$ cat config.mk
export PLATFORM = sky130hd
export DESIGN_NAME = nmea_sentence_filter
export DESIGN_NICKNAME = d
export VERILOG_FILES = /design/src/hdl/nsf_pkg.sv /design/src/hdl/nmea_sentence_filter.sv /design/src/hdl/nsf_front.sv /design/src/hdl/nsf_queue.sv /design/src/hdl/nsf_drain.sv
export SDC_FILE = /design/constraint.sdc
export NUM_CORES = 2
export LEC_CHECK = 0
export BUFFER_PORTS_ARGS = -buffer_cell sky130_fd_sc_hd__buf_2
export CORE_UTILIZATION = 58
export DETAILED_ROUTE_END_ITERATION = 16
export PLACE_DENSITY = 0.82
export SETUP_SLACK_MARGIN = 0.4
export SLEW_MARGIN = 5
export SYNTH_ARGS = -nofsm -noshare
export SYNTH_HDL_FRONTEND = slang
export SYNTH_HIERARCHICAL = 1
export SYNTH_SLANG_ARGS = --single-unit
$ cat constraint.sdc
create_clock -name clock -period 4.7 [get_ports clock]
set_input_delay 0 -clock clock [delete_from_list [all_inputs] [get_ports clock]]
set_output_delay 0 -clock clock [all_outputs]
set_load 0.05 [all_outputs]
$ cat src/hdl/nsf_pkg.sv
// ----------------------------------------------------------------------------
// nsf_pkg
// Shared constants, types and codes of the NMEA sentence filter.
// ----------------------------------------------------------------------------
package nsf_pkg;

   localparam int LINE_CAPACITY = 128;
   localparam int WORD_BYTES    = 8;
   localparam int MIN_TEXT      = 7;
   localparam int PREFIX_BYTES  = 6;
   localparam int MAX_WORDS     = 16;
   localparam int PREFIX_W      = 48;
   localparam int CSR_IDX_W     = 1;

   localparam logic [7:0] START_CHAR = 8'h24;
   localparam logic [7:0] END_CHAR   = 8'h0A;

   localparam logic [PREFIX_W-1:0] PREFIX_A_RST = 48'h244750474741;
   localparam logic [PREFIX_W-1:0] PREFIX_B_RST = 48'h244750524D43;

   localparam logic [CSR_IDX_W-1:0] CSR_PREFIX_A = 1'b0;
   localparam logic [CSR_IDX_W-1:0] CSR_PREFIX_B = 1'b1;

   // fill index; at least four bits so that row and lane split cleanly
   localparam int IDX_W    = ($clog2(LINE_CAPACITY) < 4) ? 4 : $clog2(LINE_CAPACITY);
   localparam int ROW_W    = IDX_W - 3;
   localparam int MEM_ROWS = 2 ** ROW_W;

   // longest text sent: capped by the store and by the word limit
   localparam int MAX_TEXT = ((LINE_CAPACITY - 1) < (MAX_WORDS * WORD_BYTES)) ?
                             (LINE_CAPACITY - 1) : (MAX_WORDS * WORD_BYTES);
   localparam int LEN_W    = $clog2(MAX_TEXT + 1);

   typedef struct packed {
      logic             en;
      logic [ROW_W-1:0] row;
      logic [2:0]       lane;
      logic [7:0]       data;
   } mem_wr_type;

   typedef struct packed {
      logic             valid;
      logic [LEN_W-1:0] len;
   } job_type;

   typedef enum logic [1:0] {
      DRN_IDLE,
      DRN_READ,
      DRN_SEND
   } drain_state_type;

endpackage

$ cat src/hdl/nmea_sentence_filter.sv
// ----------------------------------------------------------------------------
// nmea_sentence_filter
// Frames GPS receiver bytes into NMEA sentences and sends the sentences whose
// six-byte head matches one of two prefixes as packed eight-byte words.
// ----------------------------------------------------------------------------
//  channel  direction  handshake              payload
//  req      in         req_valid/req_stall    req_data_byte[7:0]
//  rsp      out        rsp_valid/rsp_stall    packed_bytes, byte_count, last_word
//  csr      in         csr_write_en           csr_index, csr_write_data[47:0]
//
// After a newline that closes an accepted sentence the drain sends N words, each
// by one store row read, then send, and input is held off until they and any
// rsp_stall are through; N is at most 16. Reset clears the line state and loads
// the default prefixes; the store itself is not cleared. req_stall is high while
// a sentence is being drained.
// ----------------------------------------------------------------------------
module nmea_sentence_filter (
   input  logic                          clock,
   input  logic                          reset,
   input  logic                          req_valid,
   output logic                          req_stall,
   input  logic [7:0]                    req_data_byte,
   output logic                          rsp_valid,
   input  logic                          rsp_stall,
   output logic [63:0]                   rsp_packed_bytes,
   output logic [3:0]                    rsp_byte_count,
   output logic                          rsp_last_word,
   input  logic                          csr_write_en,
   input  logic [nsf_pkg::CSR_IDX_W-1:0] csr_index,
   input  logic [nsf_pkg::PREFIX_W-1:0]  csr_write_data
);

   nsf_pkg::mem_wr_type       mem_wr;
   nsf_pkg::job_type          job;
   logic                      busy;
   logic                      job_empty;
   logic                      job_pop;
   logic [nsf_pkg::LEN_W-1:0] job_len;

   nsf_front u_front (
      .clock          (clock),
      .reset          (reset),
      .req_valid      (req_valid),
      .req_stall      (req_stall),
      .req_data_byte  (req_data_byte),
      .csr_write_en   (csr_write_en),
      .csr_index      (csr_index),
      .csr_write_data (csr_write_data),
      .busy           (busy),
      .mem_wr         (mem_wr),
      .job            (job)
   );

   nsf_queue u_queue (
      .clock    (clock),
      .reset    (reset),
      .push     (job),
      .pop      (job_pop),
      .empty    (job_empty),
      .head_len (job_len)
   );

   nsf_drain u_drain (
      .clock            (clock),
      .reset            (reset),
      .mem_wr           (mem_wr),
      .job_empty        (job_empty),
      .job_len          (job_len),
      .job_pop          (job_pop),
      .busy             (busy),
      .rsp_valid        (rsp_valid),
      .rsp_stall        (rsp_stall),
      .rsp_packed_bytes (rsp_packed_bytes),
      .rsp_byte_count   (rsp_byte_count),
      .rsp_last_word    (rsp_last_word)
   );

   // no byte is taken while a sentence is going out
   a_no_overlap: assert property (@(posedge clock) disable iff (reset)
      (req_valid && !req_stall) |-> !rsp_valid)
      else $error("byte accepted while a word is pending");

   a_count_range: assert property (@(posedge clock) disable iff (reset)
      rsp_valid |-> (rsp_byte_count != 4'd0) && (rsp_byte_count <= 4'd8))
      else $error("word byte count out of range");

   a_full_words: assert property (@(posedge clock) disable iff (reset)
      (rsp_valid && !rsp_last_word) |-> (rsp_byte_count == 4'd8))
      else $error("short word before the last word");

   a_word_gap: assert property (@(posedge clock) disable iff (reset)
      (rsp_valid && !rsp_stall) |=> !rsp_valid)
      else $error("words sent back to back from one store port");

endmodule

$ cat src/hdl/nsf_front.sv
// ----------------------------------------------------------------------------
// nsf_front
// Takes received bytes, tracks the line, writes the store and posts a drain
// job for every accepted sentence.
// ----------------------------------------------------------------------------
module nsf_front (
   input  logic                              clock,
   input  logic                              reset,
   input  logic                              req_valid,
   output logic                              req_stall,
   input  logic [7:0]                        req_data_byte,
   input  logic                              csr_write_en,
   input  logic [nsf_pkg::CSR_IDX_W-1:0]     csr_index,
   input  logic [nsf_pkg::PREFIX_W-1:0]      csr_write_data,
   input  logic                              busy,
   output nsf_pkg::mem_wr_type               mem_wr,
   output nsf_pkg::job_type                  job
);

   logic [nsf_pkg::PREFIX_W-1:0] prefix_a_ff, prefix_a_in;
   logic [nsf_pkg::PREFIX_W-1:0] prefix_b_ff, prefix_b_in;
   logic [nsf_pkg::PREFIX_W-1:0] head_ff, head_in;
   logic [nsf_pkg::IDX_W-1:0]    fill_ff, fill_in;
   logic [nsf_pkg::IDX_W-1:0]    text_ff, text_in;
   logic                         zero_ff, zero_in;

   logic                         accept;
   logic                         restart;
   logic [nsf_pkg::IDX_W-1:0]    fill_base;
   logic [nsf_pkg::IDX_W-1:0]    text_base;
   logic [nsf_pkg::IDX_W-1:0]    text_new;
   logic                         zero_base;
   logic                         head_match;

   assign req_stall = busy;
   assign accept    = req_valid && !busy;

   always_comb begin
      prefix_a_in = prefix_a_ff;
      prefix_b_in = prefix_b_ff;
      if (csr_write_en) begin
         unique case (csr_index)
            nsf_pkg::CSR_PREFIX_A: prefix_a_in = csr_write_data;
            nsf_pkg::CSR_PREFIX_B: prefix_b_in = csr_write_data;
            default: ;
         endcase
      end
   end

   always_comb begin
      restart = ((req_data_byte == nsf_pkg::START_CHAR) && (fill_ff != '0)) ||
                (fill_ff >= nsf_pkg::IDX_W'(nsf_pkg::LINE_CAPACITY - 1));
      fill_base = restart ? '0 : fill_ff;
      text_base = restart ? '0 : text_ff;
      zero_base = restart ? 1'b0 : zero_ff;
      text_new  = (zero_base || (req_data_byte == 8'h00)) ? text_base
                                                          : text_base + 1'b1;
      head_match = (head_ff == prefix_a_ff) || (head_ff == prefix_b_ff);

      // keep the first six bytes aside for the prefix check
      head_in = head_ff;
      for (int k = 0; k < nsf_pkg::PREFIX_BYTES; k++) begin
         if (accept && (fill_base == nsf_pkg::IDX_W'(k))) begin
            head_in[(nsf_pkg::PREFIX_BYTES-1-k)*8 +: 8] = req_data_byte;
         end
      end

      fill_in = fill_ff;
      text_in = text_ff;
      zero_in = zero_ff;
      job     = '0;
      if (accept) begin
         if (req_data_byte == nsf_pkg::END_CHAR) begin
            fill_in   = '0;
            text_in   = '0;
            zero_in   = 1'b0;
            job.valid = (text_new >= nsf_pkg::IDX_W'(nsf_pkg::MIN_TEXT)) && head_match;
            job.len   = (text_new > nsf_pkg::IDX_W'(nsf_pkg::MAX_TEXT)) ?
                        nsf_pkg::LEN_W'(nsf_pkg::MAX_TEXT) : nsf_pkg::LEN_W'(text_new);
         end else begin
            fill_in = fill_base + 1'b1;
            text_in = text_new;
            zero_in = zero_base || (req_data_byte == 8'h00);
         end
      end

      mem_wr.en   = accept;
      mem_wr.row  = fill_base[nsf_pkg::IDX_W-1:3];
      mem_wr.lane = fill_base[2:0];
      mem_wr.data = req_data_byte;
   end

   always_ff @(posedge clock) begin
      if (reset) begin
         prefix_a_ff <= nsf_pkg::PREFIX_A_RST;
         prefix_b_ff <= nsf_pkg::PREFIX_B_RST;
         fill_ff     <= '0;
         text_ff     <= '0;
         zero_ff     <= 1'b0;
      end else begin
         prefix_a_ff <= prefix_a_in;
         prefix_b_ff <= prefix_b_in;
         fill_ff     <= fill_in;
         text_ff     <= text_in;
         zero_ff     <= zero_in;
      end
   end

   always_ff @(posedge clock) begin
      head_ff <= head_in;
   end

endmodule

$ cat src/hdl/nsf_queue.sv
// ----------------------------------------------------------------------------
// nsf_queue
// Two-entry job queue between the byte front and the word drain.
// ----------------------------------------------------------------------------
module nsf_queue (
   input  logic                      clock,
   input  logic                      reset,
   input  nsf_pkg::job_type          push,
   input  logic                      pop,
   output logic                      empty,
   output logic [nsf_pkg::LEN_W-1:0] head_len
);

   logic [nsf_pkg::LEN_W-1:0] slot_ff [2];
   logic                      wr_ptr_ff, wr_ptr_in;
   logic                      rd_ptr_ff, rd_ptr_in;
   logic [1:0]                count_ff, count_in;
   logic                      do_push;
   logic                      do_pop;

   assign empty    = (count_ff == 2'd0);
   assign head_len = slot_ff[rd_ptr_ff];
   assign do_push  = push.valid && (count_ff != 2'd2);
   assign do_pop   = pop && !empty;

   always_comb begin
      wr_ptr_in = do_push ? !wr_ptr_ff : wr_ptr_ff;
      rd_ptr_in = do_pop ? !rd_ptr_ff : rd_ptr_ff;
      count_in  = count_ff;
      if (do_push && !do_pop) begin
         count_in = count_ff + 2'd1;
      end else if (do_pop && !do_push) begin
         count_in = count_ff - 2'd1;
      end
   end

   always_ff @(posedge clock) begin
      if (reset) begin
         wr_ptr_ff <= 1'b0;
         rd_ptr_ff <= 1'b0;
         count_ff  <= 2'd0;
      end else begin
         wr_ptr_ff <= wr_ptr_in;
         rd_ptr_ff <= rd_ptr_in;
         count_ff  <= count_in;
      end
   end

   always_ff @(posedge clock) begin
      if (do_push) begin
         slot_ff[wr_ptr_ff] <= push.len;
      end
   end

endmodule

$ cat src/hdl/nsf_drain.sv
// ----------------------------------------------------------------------------
// nsf_drain
// Holds the line store and sends an accepted sentence as packed words,
// one store row per word.
// ----------------------------------------------------------------------------
module nsf_drain (
   input  logic                      clock,
   input  logic                      reset,
   input  nsf_pkg::mem_wr_type       mem_wr,
   input  logic                      job_empty,
   input  logic [nsf_pkg::LEN_W-1:0] job_len,
   output logic                      job_pop,
   output logic                      busy,
   output logic                      rsp_valid,
   input  logic                      rsp_stall,
   output logic [63:0]               rsp_packed_bytes,
   output logic [3:0]                rsp_byte_count,
   output logic                      rsp_last_word
);

   logic [63:0]                 mem [nsf_pkg::MEM_ROWS];
   logic [63:0]                 rd_ff;

   nsf_pkg::drain_state_type    state_ff, state_in;
   logic [nsf_pkg::ROW_W-1:0]   row_ff, row_in;
   logic [nsf_pkg::LEN_W-1:0]   remain_ff, remain_in;
   logic                        last;
   logic [3:0]                  count;

   assign last  = (remain_ff <= nsf_pkg::LEN_W'(nsf_pkg::WORD_BYTES - 1)) ||
                  (int'(remain_ff) == nsf_pkg::WORD_BYTES);
   assign count = last ? 4'(remain_ff) : 4'(nsf_pkg::WORD_BYTES);

   // next state
   always_comb begin
      state_in = state_ff;
      unique case (state_ff)
         nsf_pkg::DRN_IDLE: if (!job_empty) state_in = nsf_pkg::DRN_READ;
         nsf_pkg::DRN_READ: state_in = nsf_pkg::DRN_SEND;
         nsf_pkg::DRN_SEND: begin
            if (!rsp_stall) state_in = last ? nsf_pkg::DRN_IDLE : nsf_pkg::DRN_READ;
         end
         default: state_in = nsf_pkg::DRN_IDLE;
      endcase
   end

   // outputs and counters
   always_comb begin
      job_pop   = 1'b0;
      rsp_valid = 1'b0;
      row_in    = row_ff;
      remain_in = remain_ff;
      unique case (state_ff)
         nsf_pkg::DRN_IDLE: begin
            job_pop   = !job_empty;
            row_in    = '0;
            remain_in = job_len;
         end
         nsf_pkg::DRN_READ: ;
         nsf_pkg::DRN_SEND: begin
            rsp_valid = 1'b1;
            if (!rsp_stall) begin
               row_in    = row_ff + 1'b1;
               remain_in = remain_ff - nsf_pkg::LEN_W'(nsf_pkg::WORD_BYTES);
            end
         end
         default: ;
      endcase
      busy = (state_ff != nsf_pkg::DRN_IDLE) || !job_empty;
   end

   // blank byte lanes past the end of the text
   always_comb begin
      for (int k = 0; k < nsf_pkg::WORD_BYTES; k++) begin
         rsp_packed_bytes[k*8 +: 8] = (4'(k) < count) ? rd_ff[k*8 +: 8] : 8'h00;
      end
      rsp_byte_count = count;
      rsp_last_word  = last;
   end

   always_ff @(posedge clock) begin
      if (reset) begin
         state_ff <= nsf_pkg::DRN_IDLE;
      end else begin
         state_ff <= state_in;
      end
   end

   always_ff @(posedge clock) begin
      row_ff    <= row_in;
      remain_ff <= remain_in;
   end

   always_ff @(posedge clock) begin
      if (mem_wr.en) begin
         mem[mem_wr.row][{mem_wr.lane, 3'b000} +: 8] <= mem_wr.data;
      end
      if (state_ff == nsf_pkg::DRN_READ) begin
         rd_ff <= mem[row_ff];
      end
   end

endmodule
==> impl_metrics.yaml <==
power_and_ir_drop:
  total_leakage_power_uw: 0.01833
  power.switching_uw: 4644
  vdd_drop_max_uv: 335.0
  clkPwrFrac: 0.419
  fin_total_pwr_uw: 22500
  p_int_uw: 17850
  seqPwrFrac: 0.553
  p_comb_frac: 0.028
  pwr_density_cell_nw_per_um2: 388.4
  swShare: 0.2064
sta:
  skew_ns: 0.02865
  fin_crit_sh: 0.9014
  fin_ws_ns: 0.4635
  finalCriticalPeriod_ns: 4.236
  whs_ns: 0.06888
  max_freq_mhz: 236.0
  final.setup.tns_ns: 0
  finalHoldViolations: 0
  worst-slew-pin-transition_ns: 1.317
  max-slew-margin-rel: 0.1220
  setup-violations-final: 0
  rsz0062_at_grt: "yes"
  drv_slew: 0
yosys:
  synth.area.mux_share: 0.1165
  synth_compound_area_frac: 0.03304
  synth_xor_area_frac: 0.01848
  async_reset_ff_frac: 0
  synth_nets: 2938
  synth_top_family_by_area: "multiplexers"
  yosys-top-cells-count: "edfxtp_1, nand2_1, mux4_2, nor2_1, a22oi_1"
  yosysMostFrequentCell: "edfxtp_1"
  synthDistinctLibCells: 61
  ys_seq_area_frac: 0.7408
  synth_area_leaders: "edfxtp_1, mux4_2, dfxtp_1"
  synth_edf_count: 1161
  yosys.area.top_type: "edfxtp_1"
  synth-seq-cells: 1279
  syn_inst: 2862
  synth_warnings: 6
  avgSynthCellArea_um2: 17.56
  yosys.area_share.adder: 0.003486
  synth_ff_type: "edfxtp_1"
  netlist_area_um2: 50250
  yosys.area_share.simple: 0.07258
  yosysTopAreaCellShare: 0.6938
routing:
  drtIter0Drc: 4107
  drc: 0
  drt_wl_total_um: 129400
  vias: 29200
  wl_per_cell_um: 28.73
  drtAntennaViolNets: 0
  via_per_inst: 6.481
  firstDrtPassIters: 6
critical_path:
  r2r_cells: 17
  crit_end: "u_queue/count_ff[1]$_SDFFE_PP0P_"
  cp-startpoint: "u_front/fill_ff[3]$_SDFFE_PP0P_"
  crit_path_start_kind: "register"
  cp.arrival_ns: 4.86
  cp_data_required_time_ns: 5.32
  worst_setup_path_end_kind: "register"
  crit_fanout: 11
  reg2reg_slack_ns: 0.46
  rr_endpoint: "u_queue/count_ff[1]$_SDFFE_PP0P_"
  reg2reg_from: "u_front/fill_ff[3]$_SDFFE_PP0P_"
  crit_type: "reg2reg"
min_path:
  hold_class: "in2reg"
floorplanning:
  die-area_um2: 87820
  die_h_um: 296.3
  pin_count: 133
  initial_core_util: 0.5874
  core_um2: 85550
  die_x_um: 296.3
  rows: 107
place:
  dp_worst_setup_slack_ns: 0.4359
  post-place-cells: 4206
  hpwlAfterDp_um: 78860
  gp_congestion: 0.9066
  port_buffers: 132
layout:
  drive_gt1_frac: 0.2422
  final_nets: 3326
  fin_cells: 4505
  area_growth_pct: 15.28
cts:
  h-tree-depth: 3
  cts_tree: "done"
  clock_path_buffers: 3
  insertion_delay_ns: 0.71
  clk_pin_slew_ns: 0.07
  clock-sinks: 1279
  cts_made_buffers: 119
  postCtsSetupBuffers: 0
  clockRootBuffer: "clkbuf_16"
global_route:
  grt_first_pass_wirelength_um: 189800
  grt.total_usage: 0.2995
  antenna_found_initial: 9
  first_global_vias: 29250
  grt_max_degree: 112
  grt-ovfl-total: 0
status:
  status: "complete, no violations"
run:
  drv_cap: 0
-- repair_timing --
item / 4_1_cts / 5_1_grt
hold endpoints to repair: 173 / 0
hold buffers: 66 / 0
resized for setup: 0 / 2
setup endpoints to repair: 0 / 141
-- layout make-up --
| class | count | area [um^2] |
|---|---|---|
| Timing Repair Buffer | 422 | 3078 |
| Inverter | 13 | 48.80 |
| Clock buffer | 150 | 3198 |
| Clock inverter | 73 | 606.8 |
| Tap cell | 1144 | 1431 |
| Multi-Input combinational cell | 1415 | 12320 |
| Antenna cell | 9 | 22.52 |
| Sequential cell | 1279 | 37230 |
| Fill cell | 5033 | 27620 |
-- kinds of logic (layout without fill, tap and decap cells) --
| group | after synthesis | in the layout |
|---|---|---|
| DFF | 1279 | 1279 |
| and+or+nand+nor | 783 | 783 |
| muxes | 264 | 264 |
| AOI/OAI and AO/OA | 247 | 248 |
| buffers and inverters | 169 | 658 |
| xor gates and xnor gates | 106 | 106 |
| adders and majority gates | 14 | 14 |
| other | 0 | 9 |
-- power by group through the flow --
stage	logic (uW)	clock network [uW]	registers, uW
4_1_cts	608	9490	12400
6_report	635	9430	12400
2_1_floorplan	339	0	12700
3_5_place_dp	557	0	12700
3_3_place_gp	532	0	12700
5_1_grt	665	9900	12400
-- sequential cells by signal (all words and copies together) (netlist names), named ones only --
register             flops
u_queue/count_ff         2
u_drain/mem           1024
u_queue/slot_ff         14
u_drain/row_ff           4
u_front/fill_ff          7
u_drain/rd_ff           64
u_front/head_ff         48
u_drain/remain_ff        7
u_queue/wr_ptr_ff        1
u_front/prefix_b_ff     48
u_drain/state_ff         2
u_front/text_ff          7
u_front/zero_ff          1
u_queue/rd_ptr_ff        1
u_front/prefix_a_ff     48
-- how the worst min path moves through the flow --
stage	start	to	slack, ns	cells after the start
6_report	csr_write_data[38]	u_front/prefix_b_ff[38]$_SDFFE_PP1P_	0.07	4
3_3_place_gp	csr_write_data[6]	u_front/prefix_a_ff[6]$_SDFFE_PP1P_	0.22	3
4_1_cts	csr_write_data[34]	u_front/prefix_b_ff[34]$_SDFFE_PP1P_	0.05	4
3_5_place_dp	csr_write_data[6]	u_front/prefix_a_ff[6]$_SDFFE_PP1P_	0.23	3
2_1_floorplan	reset	u_queue/count_ff[1]$_SDFFE_PP0P_	0.07	1
5_1_grt	csr_write_data[33]	u_front/prefix_a_ff[33]$_SDFFE_PP1P_	0.08	4
-- per-layer routing --
metal	routed length, um	GRT usage
met5	20	0
met4	5931	0.1355
met3	14200	0.05589
met2	64160	0.4900
met1	45130	0.3949
-- layout by cell type, fill, tap and decap left out, types with 6 or more instances in the layout --
cell type,n
a21oi_1,77
a22oi_1,134
and2_1,68
buf_12,6
buf_2,132
buf_4,218
bufinv_16,8
clkbuf_1,24
clkbuf_16,122
clkinv_1,29
clkinv_2,26
dfxtp_1,118
diode_2,9
dlygate4sd3_1,66
edfxtp_1,1161
ha_1,13
inv_1,12
mux2_2,7
mux4_2,256
nand2_1,308
nand2b_1,6
nand3_1,22
nand3b_1,37
nand4_1,31
nor2_1,219
nor2b_1,41
nor3_1,7
nor4_1,9
o21ai_0,15
xnor2_1,102
-- critical path, stage by stage (launching register included) --
cell and delay (ns):
dfxtp_1 0.36, or4_4 0.59, nor4_4 0.28, o21a_4 0.26, and2_1 0.17, ha_2 0.24, nand2_1 0.07, nor2_1 0.13
nand3_1 0.11, o211a_1 0.22, nor2_1 0.18, o21ai_0 0.13, o41a_1 0.37, nand2_1 0.10, inv_1 0.05, ha_1 0.33
or3_1 0.39, a21oi_1 0.17
-- through the flow --
step | area [um^2] | util
3_3_place_gp | 53430 | 0.6245
4_1_cts | 57890 | 0.6767
5_1_grt | 57910 | 0.6770
3_5_place_dp | 53430 | 0.6245
6_report | 57930 | 0.6771
2_1_floorplan | 50250 | -
Note: power is estimated with default switching activity, not from simulation.
